===== config.mk =====
export PLATFORM = sky130hd
export DESIGN_NAME = softmax_argmax_classifier
export DESIGN_NICKNAME = d
export VERILOG_FILES = /design/src/rtl/sfa_pkg.sv /design/src/rtl/sfa_dp.sv /design/src/rtl/sfa_ctrl.sv /design/src/rtl/softmax_argmax_classifier.sv
export SDC_FILE = /design/constraint.sdc
export NUM_CORES = 2
export LEC_CHECK = 0
export BUFFER_PORTS_ARGS = -buffer_cell sky130_fd_sc_hd__buf_4
export CAP_MARGIN = 20
export CORE_ASPECT_RATIO = 0.6
export CORE_MARGIN = 10
export CORE_UTILIZATION = 25
export CTS_CLUSTER_DIAMETER = 50
export DETAILED_ROUTE_END_ITERATION = 6
export SETUP_SLACK_MARGIN = 0.15
export SYNTH_ARGS = -nofsm -noshare
export SYNTH_HDL_FRONTEND = slang
export SYNTH_SLANG_ARGS = --single-unit

===== constraint.sdc =====
create_clock -name clk -period 15.7 [get_ports clk]
set_input_delay 1.57 -clock clk [delete_from_list [all_inputs] [get_ports clk]]
set_output_delay 1.57 -clock clk [all_outputs]
set_load 0.005 [all_outputs]

===== src/rtl/sfa_pkg.sv =====
`default_nettype none

package sfa_pkg;

	// Decision taken for an accepted logit.
	typedef enum logic [1:0] {
		MODE_FIRST,
		MODE_NEWMAX,
		MODE_OTHER,
		MODE_IGNORE
	} mode_t;

	// Commands from the controller to the datapath.
	typedef struct packed {
		logic load;
		logic exp1;
		logic exp2;
		logic acc;
		logic scale;
		logic div_start;
		logic div_step;
		logic emit;
	} sfa_cmd_t;

	// Status from the datapath to the controller.
	typedef struct packed {
		mode_t mode;
		logic  last;
		logic  div_last;
		logic  out_free;
	} sfa_sts_t;

	localparam int EXP_W       = 17;
	localparam int SUM_W       = 32;
	localparam int EXP_CUTOFF  = 3072;
	localparam int DIV_STEPS   = 17;
	localparam int DIV_CNT_W   = 5;
	localparam logic [EXP_W-1:0] ONE_Q16 = 17'h1_0000;

	// exp(-i) in Q1.16; beyond eleven the table itself gives zero.
	function automatic logic [EXP_W-1:0] exp_int(input logic [3:0] i);
		logic [EXP_W-1:0] v;
		unique case (i)
			4'd0:    v = 17'd65536;
			4'd1:    v = 17'd24109;
			4'd2:    v = 17'd8869;
			4'd3:    v = 17'd3263;
			4'd4:    v = 17'd1200;
			4'd5:    v = 17'd442;
			4'd6:    v = 17'd162;
			4'd7:    v = 17'd60;
			4'd8:    v = 17'd22;
			4'd9:    v = 17'd8;
			4'd10:   v = 17'd3;
			4'd11:   v = 17'd1;
			default: v = 17'd0;
		endcase
		return v;
	endfunction

	// exp(-h/16) in Q1.16.
	function automatic logic [EXP_W-1:0] exp_hi(input logic [3:0] h);
		logic [EXP_W-1:0] v;
		unique case (h)
			4'd0:  v = 17'd65536;
			4'd1:  v = 17'd61565;
			4'd2:  v = 17'd57835;
			4'd3:  v = 17'd54331;
			4'd4:  v = 17'd51039;
			4'd5:  v = 17'd47947;
			4'd6:  v = 17'd45042;
			4'd7:  v = 17'd42313;
			4'd8:  v = 17'd39750;
			4'd9:  v = 17'd37341;
			4'd10: v = 17'd35079;
			4'd11: v = 17'd32954;
			4'd12: v = 17'd30957;
			4'd13: v = 17'd29081;
			4'd14: v = 17'd27319;
			4'd15: v = 17'd25664;
		endcase
		return v;
	endfunction

	// exp(-l/256) in Q1.16.
	function automatic logic [EXP_W-1:0] exp_lo(input logic [3:0] l);
		logic [EXP_W-1:0] v;
		unique case (l)
			4'd0:  v = 17'd65536;
			4'd1:  v = 17'd65280;
			4'd2:  v = 17'd65026;
			4'd3:  v = 17'd64772;
			4'd4:  v = 17'd64520;
			4'd5:  v = 17'd64268;
			4'd6:  v = 17'd64018;
			4'd7:  v = 17'd63768;
			4'd8:  v = 17'd63520;
			4'd9:  v = 17'd63272;
			4'd10: v = 17'd63025;
			4'd11: v = 17'd62780;
			4'd12: v = 17'd62535;
			4'd13: v = 17'd62291;
			4'd14: v = 17'd62048;
			4'd15: v = 17'd61806;
		endcase
		return v;
	endfunction

endpackage

`default_nettype wire


===== src/rtl/sfa_dp.sv =====
`default_nettype none

module sfa_dp #(
	parameter int MAX_CLASSES = 1024,
	parameter int LOGIT_BITS  = 16
) (
	input  wire logic                         clk,
	input  wire logic                         arst_n,
	input  wire sfa_pkg::sfa_cmd_t            cmd,
	output sfa_pkg::sfa_sts_t                 sts,
	input  wire logic signed [LOGIT_BITS-1:0] logit,
	input  wire logic                         last,
	output logic                              result_valid,
	input  wire logic                         result_stall,
	output logic [9:0]                        class_index,
	output logic [15:0]                       score
);

	localparam int CW = $clog2(MAX_CLASSES + 1);
	localparam int PW = $clog2(MAX_CLASSES);
	localparam int DW = (LOGIT_BITS + 1 > 12) ? LOGIT_BITS + 1 : 12;
	localparam int EW = sfa_pkg::EXP_W;
	localparam int SW = sfa_pkg::SUM_W;
	localparam int PRW = SW + EW;
	localparam int NW = sfa_pkg::DIV_CNT_W;

	// Run state.
	logic signed [LOGIT_BITS-1:0] max_q;
	logic [PW-1:0]                pos_q;
	logic [CW-1:0]                count_q;
	logic [SW-1:0]                sum_q;
	sfa_pkg::mode_t               mode_q;
	logic                         last_q;
	logic                         out_valid_q;
	logic [NW-1:0]                div_cnt_q;

	// Working registers.
	logic [DW-1:0]  d_q;
	logic [EW-1:0]  v1_q;
	logic [EW-1:0]  e_q;
	logic [PRW-1:0] prod_q;
	logic [SW-1:0]  div_q;
	logic [SW-1:0]  rem_q;
	logic [EW-1:0]  quo_q;
	logic           small_q;
	logic [9:0]     class_index_q;
	logic [15:0]    score_q;

	logic signed [DW-1:0] xe;
	logic signed [DW-1:0] me;
	logic                 gt;
	logic                 first;
	logic                 full;
	logic [DW-1:0]        d_next;
	sfa_pkg::mode_t       mode_next;
	logic                 big;
	logic [2*EW-1:0]      p1;
	logic [2*EW-1:0]      r1;
	logic [2*EW-1:0]      p2;
	logic [2*EW-1:0]      r2;
	logic [SW:0]          add_sum;
	logic [SW-1:0]        sum_add;
	logic [PRW-1:0]       rnd;
	logic [SW+1:0]        sc_sum;
	logic [SW-1:0]        sum_scale;
	logic [SW:0]          trial;
	logic [SW:0]          trial_diff;
	logic                 ge;

	assign xe    = DW'(logit);
	assign me    = DW'(max_q);
	assign gt    = logit > max_q;
	assign first = count_q == '0;
	assign full  = count_q == CW'(MAX_CLASSES);

	assign d_next = gt ? DW'(xe - me) : DW'(me - xe);

	always_comb begin
		if (full) begin
			mode_next = sfa_pkg::MODE_IGNORE;
		end else if (first) begin
			mode_next = sfa_pkg::MODE_FIRST;
		end else if (gt) begin
			mode_next = sfa_pkg::MODE_NEWMAX;
		end else begin
			mode_next = sfa_pkg::MODE_OTHER;
		end
	end

	// Exponential in two multiply steps: integer part times high nibble, then low nibble.
	assign big = d_q >= DW'(sfa_pkg::EXP_CUTOFF);
	assign p1  = sfa_pkg::exp_int(d_q[11:8]) * sfa_pkg::exp_hi(d_q[7:4]);
	assign r1  = p1 + (2*EW)'(32768);
	assign p2  = v1_q * sfa_pkg::exp_lo(d_q[3:0]);
	assign r2  = p2 + (2*EW)'(32768);

	assign add_sum = {1'b0, sum_q} + (SW+1)'(e_q);
	assign sum_add = add_sum[SW] ? '1 : add_sum[SW-1:0];

	assign rnd       = prod_q + PRW'(32768);
	assign sc_sum    = (SW+2)'(rnd[PRW-1:16]) + (SW+2)'(sfa_pkg::ONE_Q16);
	assign sum_scale = (sc_sum[SW+1:SW] != 2'b00) ? '1 : sc_sum[SW-1:0];

	// One quotient bit per step of a restoring divider.
	assign trial      = {rem_q, quo_q[EW-1]};
	assign ge         = trial >= {1'b0, div_q};
	assign trial_diff = trial - {1'b0, div_q};

	always_ff @(posedge clk or negedge arst_n) begin
		if (!arst_n) begin
			max_q       <= {1'b1, {(LOGIT_BITS-1){1'b0}}};
			pos_q       <= '0;
			count_q     <= '0;
			sum_q       <= '0;
			mode_q      <= sfa_pkg::MODE_FIRST;
			last_q      <= 1'b0;
			out_valid_q <= 1'b0;
			div_cnt_q   <= '0;
		end else begin
			if (cmd.load) begin
				mode_q <= mode_next;
				last_q <= last;
				if (!full) begin
					count_q <= count_q + 1'b1;
					if (first) begin
						max_q <= logit;
						pos_q <= '0;
					end else if (gt) begin
						max_q <= logit;
						pos_q <= count_q[PW-1:0];
					end
				end
			end
			if (cmd.emit) begin
				max_q   <= {1'b1, {(LOGIT_BITS-1){1'b0}}};
				pos_q   <= '0;
				count_q <= '0;
				sum_q   <= '0;
			end else if (cmd.acc) begin
				unique case (mode_q)
					sfa_pkg::MODE_FIRST:  sum_q <= SW'(sfa_pkg::ONE_Q16);
					sfa_pkg::MODE_OTHER:  sum_q <= sum_add;
					sfa_pkg::MODE_NEWMAX: sum_q <= sum_q;
					sfa_pkg::MODE_IGNORE: sum_q <= sum_q;
				endcase
			end else if (cmd.scale) begin
				sum_q <= sum_scale;
			end
			if (cmd.div_start) begin
				div_cnt_q <= NW'(sfa_pkg::DIV_STEPS - 1);
			end else if (cmd.div_step) begin
				div_cnt_q <= div_cnt_q - 1'b1;
			end
			if (cmd.emit) begin
				out_valid_q <= 1'b1;
			end else if (!result_stall) begin
				out_valid_q <= 1'b0;
			end
		end
	end

	always_ff @(posedge clk) begin
		if (cmd.load) begin
			d_q <= d_next;
		end
		if (cmd.exp1) begin
			v1_q <= big ? '0 : r1[2*EW-2:16];
		end
		if (cmd.exp2) begin
			e_q <= r2[2*EW-2:16];
		end
		if (cmd.acc) begin
			prod_q <= sum_q * e_q;
		end
		if (cmd.div_start) begin
			// Numerator 2^32 + sum/2; its top sixteen bits seed the remainder.
			div_q   <= sum_q;
			rem_q   <= SW'({2'b10, sum_q[SW-1:18]});
			quo_q   <= sum_q[EW:1];
			small_q <= sum_q[SW-1:16] == '0;
		end else if (cmd.div_step) begin
			rem_q <= ge ? trial_diff[SW-1:0] : trial[SW-1:0];
			quo_q <= {quo_q[EW-2:0], ge};
		end
		if (cmd.emit) begin
			class_index_q <= 10'(pos_q);
			score_q       <= (small_q || quo_q[EW-1]) ? 16'hFFFF : quo_q[15:0];
		end
	end

	assign sts.mode     = mode_q;
	assign sts.last     = last_q;
	assign sts.div_last = div_cnt_q == '0;
	assign sts.out_free = !out_valid_q || !result_stall;

	assign result_valid = out_valid_q;
	assign class_index  = class_index_q;
	assign score        = score_q;

endmodule

`default_nettype wire


===== src/rtl/sfa_ctrl.sv =====
`default_nettype none

module sfa_ctrl (
	input  wire logic              clk,
	input  wire logic              arst_n,
	input  wire logic              item_valid,
	output logic                   item_stall,
	input  wire sfa_pkg::sfa_sts_t sts,
	output sfa_pkg::sfa_cmd_t      cmd
);

	typedef enum logic [7:0] {
		ST_IDLE  = 8'b0000_0001,
		ST_EXP1  = 8'b0000_0010,
		ST_EXP2  = 8'b0000_0100,
		ST_ACC   = 8'b0000_1000,
		ST_SCALE = 8'b0001_0000,
		ST_PREP  = 8'b0010_0000,
		ST_DIV   = 8'b0100_0000,
		ST_DONE  = 8'b1000_0000
	} state_t;

	state_t state_q;
	state_t state_next;

	always_comb begin
		cmd        = '0;
		state_next = state_q;
		unique case (state_q)
			ST_IDLE: begin
				if (item_valid) begin
					cmd.load   = 1'b1;
					state_next = ST_EXP1;
				end
			end
			ST_EXP1: begin
				cmd.exp1   = 1'b1;
				state_next = ST_EXP2;
			end
			ST_EXP2: begin
				cmd.exp2   = 1'b1;
				state_next = ST_ACC;
			end
			ST_ACC: begin
				cmd.acc = 1'b1;
				if (sts.mode == sfa_pkg::MODE_NEWMAX) begin
					state_next = ST_SCALE;
				end else if (sts.last) begin
					state_next = ST_PREP;
				end else begin
					state_next = ST_IDLE;
				end
			end
			ST_SCALE: begin
				cmd.scale  = 1'b1;
				state_next = sts.last ? ST_PREP : ST_IDLE;
			end
			ST_PREP: begin
				cmd.div_start = 1'b1;
				state_next    = ST_DIV;
			end
			ST_DIV: begin
				cmd.div_step = 1'b1;
				if (sts.div_last) begin
					state_next = ST_DONE;
				end
			end
			ST_DONE: begin
				if (sts.out_free) begin
					cmd.emit   = 1'b1;
					state_next = ST_IDLE;
				end
			end
			default: begin
				state_next = ST_IDLE;
			end
		endcase
	end

	always_ff @(posedge clk or negedge arst_n) begin
		if (!arst_n) begin
			state_q <= ST_IDLE;
		end else begin
			state_q <= state_next;
		end
	end

	assign item_stall = state_q != ST_IDLE;

endmodule

`default_nettype wire


===== src/rtl/softmax_argmax_classifier.sv =====
`default_nettype none

// Streaming softmax arg-max over the class logits of one image. Each accepted word
// carries one signed Q8.8 logit and a last flag; the word with last set closes the
// run and yields one result word with the position of the first largest logit and
// its softmax probability as unsigned Q0.16, where a probability of one saturates
// to 65535. The sum of exponentials is kept relative to the running maximum and is
// rescaled whenever a strictly larger logit arrives, so no term exceeds one. Logits
// past MAX_CLASSES in a run are dropped, but their last flag still closes the run.
// A logit occupies the block through accept, two table-and-multiply steps of the
// exponential and accumulate, and through a rescale multiply as well when it is a
// new maximum. The word that closes a run then occupies it while the divider is
// set up, for the 17 one-bit steps of the restoring divider that forms the score,
// and while the output register is loaded, plus any wait for the previous result
// to be taken. The output register lets a new logit be accepted while an earlier
// result is still waiting downstream.
module softmax_argmax_classifier #(
	parameter int MAX_CLASSES = 1024,
	parameter int LOGIT_BITS  = 16
) (
	input  wire logic                         clk,
	input  wire logic                         arst_n,
	input  wire logic                         item_valid,
	output logic                              item_stall,
	input  wire logic signed [LOGIT_BITS-1:0] logit,
	input  wire logic                         last,
	output logic                              result_valid,
	input  wire logic                         result_stall,
	output logic [9:0]                        class_index,
	output logic [15:0]                       score
);

	// The controller sequences each word; the datapath holds all arithmetic and run state.
	sfa_pkg::sfa_cmd_t cmd;
	sfa_pkg::sfa_sts_t sts;

	sfa_ctrl u_ctrl (
		.clk        (clk),
		.arst_n     (arst_n),
		.item_valid (item_valid),
		.item_stall (item_stall),
		.sts        (sts),
		.cmd        (cmd)
	);

	sfa_dp #(
		.MAX_CLASSES (MAX_CLASSES),
		.LOGIT_BITS  (LOGIT_BITS)
	) u_dp (
		.clk          (clk),
		.arst_n       (arst_n),
		.cmd          (cmd),
		.sts          (sts),
		.logit        (logit),
		.last         (last),
		.result_valid (result_valid),
		.result_stall (result_stall),
		.class_index  (class_index),
		.score        (score)
	);

endmodule

`default_nettype wire


==> metrics.cfg <==
[status]
run_status = finished, final reports clean

[placed_design]
placed_cells = 8211
hpwl_um = 115000
place.port_buffers = 48
gp_routability_congestion = 0.887

[critical_path]
critPathSlowestCell = dfxtp_1
timing.critical_path.fanout_max = 17
crit_end_category = flip-flop
cells_along_the_critical_path = nand2_1 -> fa_1 -> inv_1 -> fa_1 -> inv_1 -> fa_1 -> inv_1 -> fa_1 -> fa_1 -> inv_1 -> fa_1 -> inv_1 -> ha_1 -> or4_1 -> o21a_1 -> a221oi_1 -> o21ai_0 -> o41ai_1 -> o21ai_0 -> a21oi_1 -> xnor2_1 -> nor2_1
worstPathRequired_ns = 16.04
timing.critical_path.slowest_cell_delay_ns = 0.81
worst-setup-path-type = flip-flop to flip-flop
critPathLaunchType = flip-flop
worstPathArrival_ns = 8.27
cp_dominant_cell_by_count = fa_1

[sta]
fmax_ghz = 0.126
fin_tns_setup_ns = 0
worst_case_clock_skew_ns = 0.0203
worst-slew-pin-transition_ns = 1.11
grt_setup_unrepaired = false
final.period_utilization = 0.505
final.min_clock_period_ns = 7.93
max_slew_violation_total_from_the_final_report = 0
final_hold_viol_count = 0
setup-violations-final = 0
slew_headroom = 0.257
holdWs_ns = 0.455

[synth]
postSynth.topFlopCell = edfxtp_1
synth_fp_nets = 6939
synth.yosys.warnings = 0
post_synth_edffs = 175
syn_avg_cell_area_um2 = 9.17
netlist-cell-type-count = 87
synth.cell_area_um2 = 51200
postSynthRegisterBits = 323
synthCells = 5585
synth_seq_area_share = 0.169
synth_async_sr_flop_share = 0.266

[detailed_routing]
routed_length_on_met1_um = 72000
drt_total_wl_um = 147000
via_per_inst = 4.61
firstDrtPassIters = 6
detailroute.via_count = 38238
length_of_routed_met2_wiring_um = 58100
drt_iter0_markers = 3085
top_signal_layer_used = met4
post-route-drc-count = 0
antenna_violating_nets_post_route = 0
met3_length_um = 14700
detail_route.wl_per_cell_um = 17.7

[cells_and_area]
final_cell_count_no_fill = 8291
final_common_cell = inv_1
final_layout_size_suffix_gt1_frac = 0.0435
final_cell_mix = inv_1, fa_1, nand2_1, ha_1, and2_1
final.fill_count = 21607
syn_to_final_growth_pct = 9.57
design.final.nets = 6880

[clock_tree]
postCtsSetupBuffers = 0
htreeDepth = 2
cts.path.max_buffers = 3
cts-resized-gates = 0
cts.hold.buffers_added = 0
insertion_delay_ns = 0.61
tritoncts = built
cts_root_buf = clkbuf_16
numCtsBuffers = 42
cts.sink_count = 323
cts.reportedPaths.clkPinSlew_ns = 0.07

[global_routing]
grt_pass1_vias = 39554
total_congestion_overflow_after_global_routing = 0
grt_start_max_net_pins = 59
grtUsageTotal = 0.130
grt_pass1_wl_um = 232000
antenna_found_initial = 10

[die]
core_area_um2 = 203000
io_pins = 49
num_rows = 128
die_area_um2 = 224000
fp.dieW_um = 604
floorplan.initialDensity = 0.252
height_of_the_chip_um = 371

[worst_hold_path]
hp-class = flip-flop to flip-flop

[run]
maxCapViolCount = 0

path summary, 6_finish.rpt:
check | cells past startpoint | start | slack (ns) | to
max reg2reg | 22 | flip-flop | 7.77 | u_dp.v1_q[16]
max in group asynchronous | 2 | arst_n | 13.41 | u_dp.div_cnt_q[4]
min | 0 | u_dp.pos_q[1] | 0.46 | u_dp.class_index[1]
min in group asynchronous | 1 | arst_n | 0.93 | u_dp.max_q[9]
min reg2reg | 0 | u_dp.pos_q[1] | 0.46 | u_dp.class_index[1]
max | 22 | flip-flop | 7.77 | u_dp.v1_q[16]
layout make-up:
class,count,area [µm²],share of cell area
Antenna cell,3,7.51,0.000134
Tap cell,2730,3420,0.0609
Clock inverter,25,280,0.00499
Multi-Input combinational cell,3862,37300,0.665
Inverter,1169,4390,0.0782
Sequential cell,323,8650,0.154
Clock buffer,51,1120,0.0199
Timing Repair Buffer,128,961,0.0171
synthesized netlist by cell type, types with 12 or more instances:
cell / n / share of area
a211oi_1: 24 / 0.0035
a21o_1: 57 / 0.0084
a21oi_1: 166 / 0.016
a221oi_1: 19 / 0.0032
a22o_1: 15 / 0.0026
a31oi_1: 26 / 0.0032
and2_1: 445 / 0.054
and3_1: 17 / 0.0021
clkbuf_1: 215 / 0.016
dfrtp_1: 84 / 0.041
dfxtp_1: 62 / 0.024
edfxtp_1: 175 / 0.10
fa_1: 847 / 0.33
ha_1: 486 / 0.12
inv_1: 1166 / 0.085
mux2i_1: 34 / 0.0066
nand2_1: 728 / 0.053
nand2b_1: 20 / 0.0024
nand3_1: 51 / 0.0050
nand4_1: 33 / 0.0040
nor2_1: 215 / 0.016
nor2b_1: 26 / 0.0032
nor3_1: 44 / 0.0043
nor3b_1: 12 / 0.0018
nor4_1: 20 / 0.0024
o21a_1: 32 / 0.0047
o21ai_0: 134 / 0.013
o21bai_1: 12 / 0.0018
or3_1: 28 / 0.0034
xnor2_1: 104 / 0.018
xor2_1: 68 / 0.012
per-stage QoR:
| stage | cell area, µm² | util | setup WS (ns) |
|---|---|---|---|
| floorplan | 51200 | - | 8.86 |
| global placement | 54700 | 0.269 | 7.91 |
| detailed placement | 54700 | 0.269 | 7.74 |
| CTS | 56100 | 0.276 | 7.73 |
| global route | 56100 | 0.276 | 7.39 |
| finish | 56100 | 0.276 | 7.77 |
metal layers:
layer  up-vias  track usage
met5         -            0
met4         0       0.0194
met3       141       0.0364
met2      1479        0.181
met1     19327        0.199
li1      17291            -
worst max-delay path, delay by kind of cell (launching register included):
| family | cells | cell delay (ns) |
|---|---|---|
| buf+inv | 5 | 0.30 |
| flops | 1 | 0.81 |
| compound gates | 6 | 2.35 |
| xor+xnor | 1 | 0.14 |
| fa+ha+maj | 7 | 3.30 |
| simple gates | 3 | 0.76 |
logic make-up after synthesis:
kind of cell,count (synthesis),synth area share
mux,44,0.00911
buf+inv,1400,0.103
simple gates,1697,0.162
compound gates,615,0.0776
flops,323,0.169
xor+xnor,173,0.0297
fa+ha+maj,1333,0.450
Power is not shown: default switching activity piles up to over one toggle a cycle in this logic, so the estimate is an artifact.
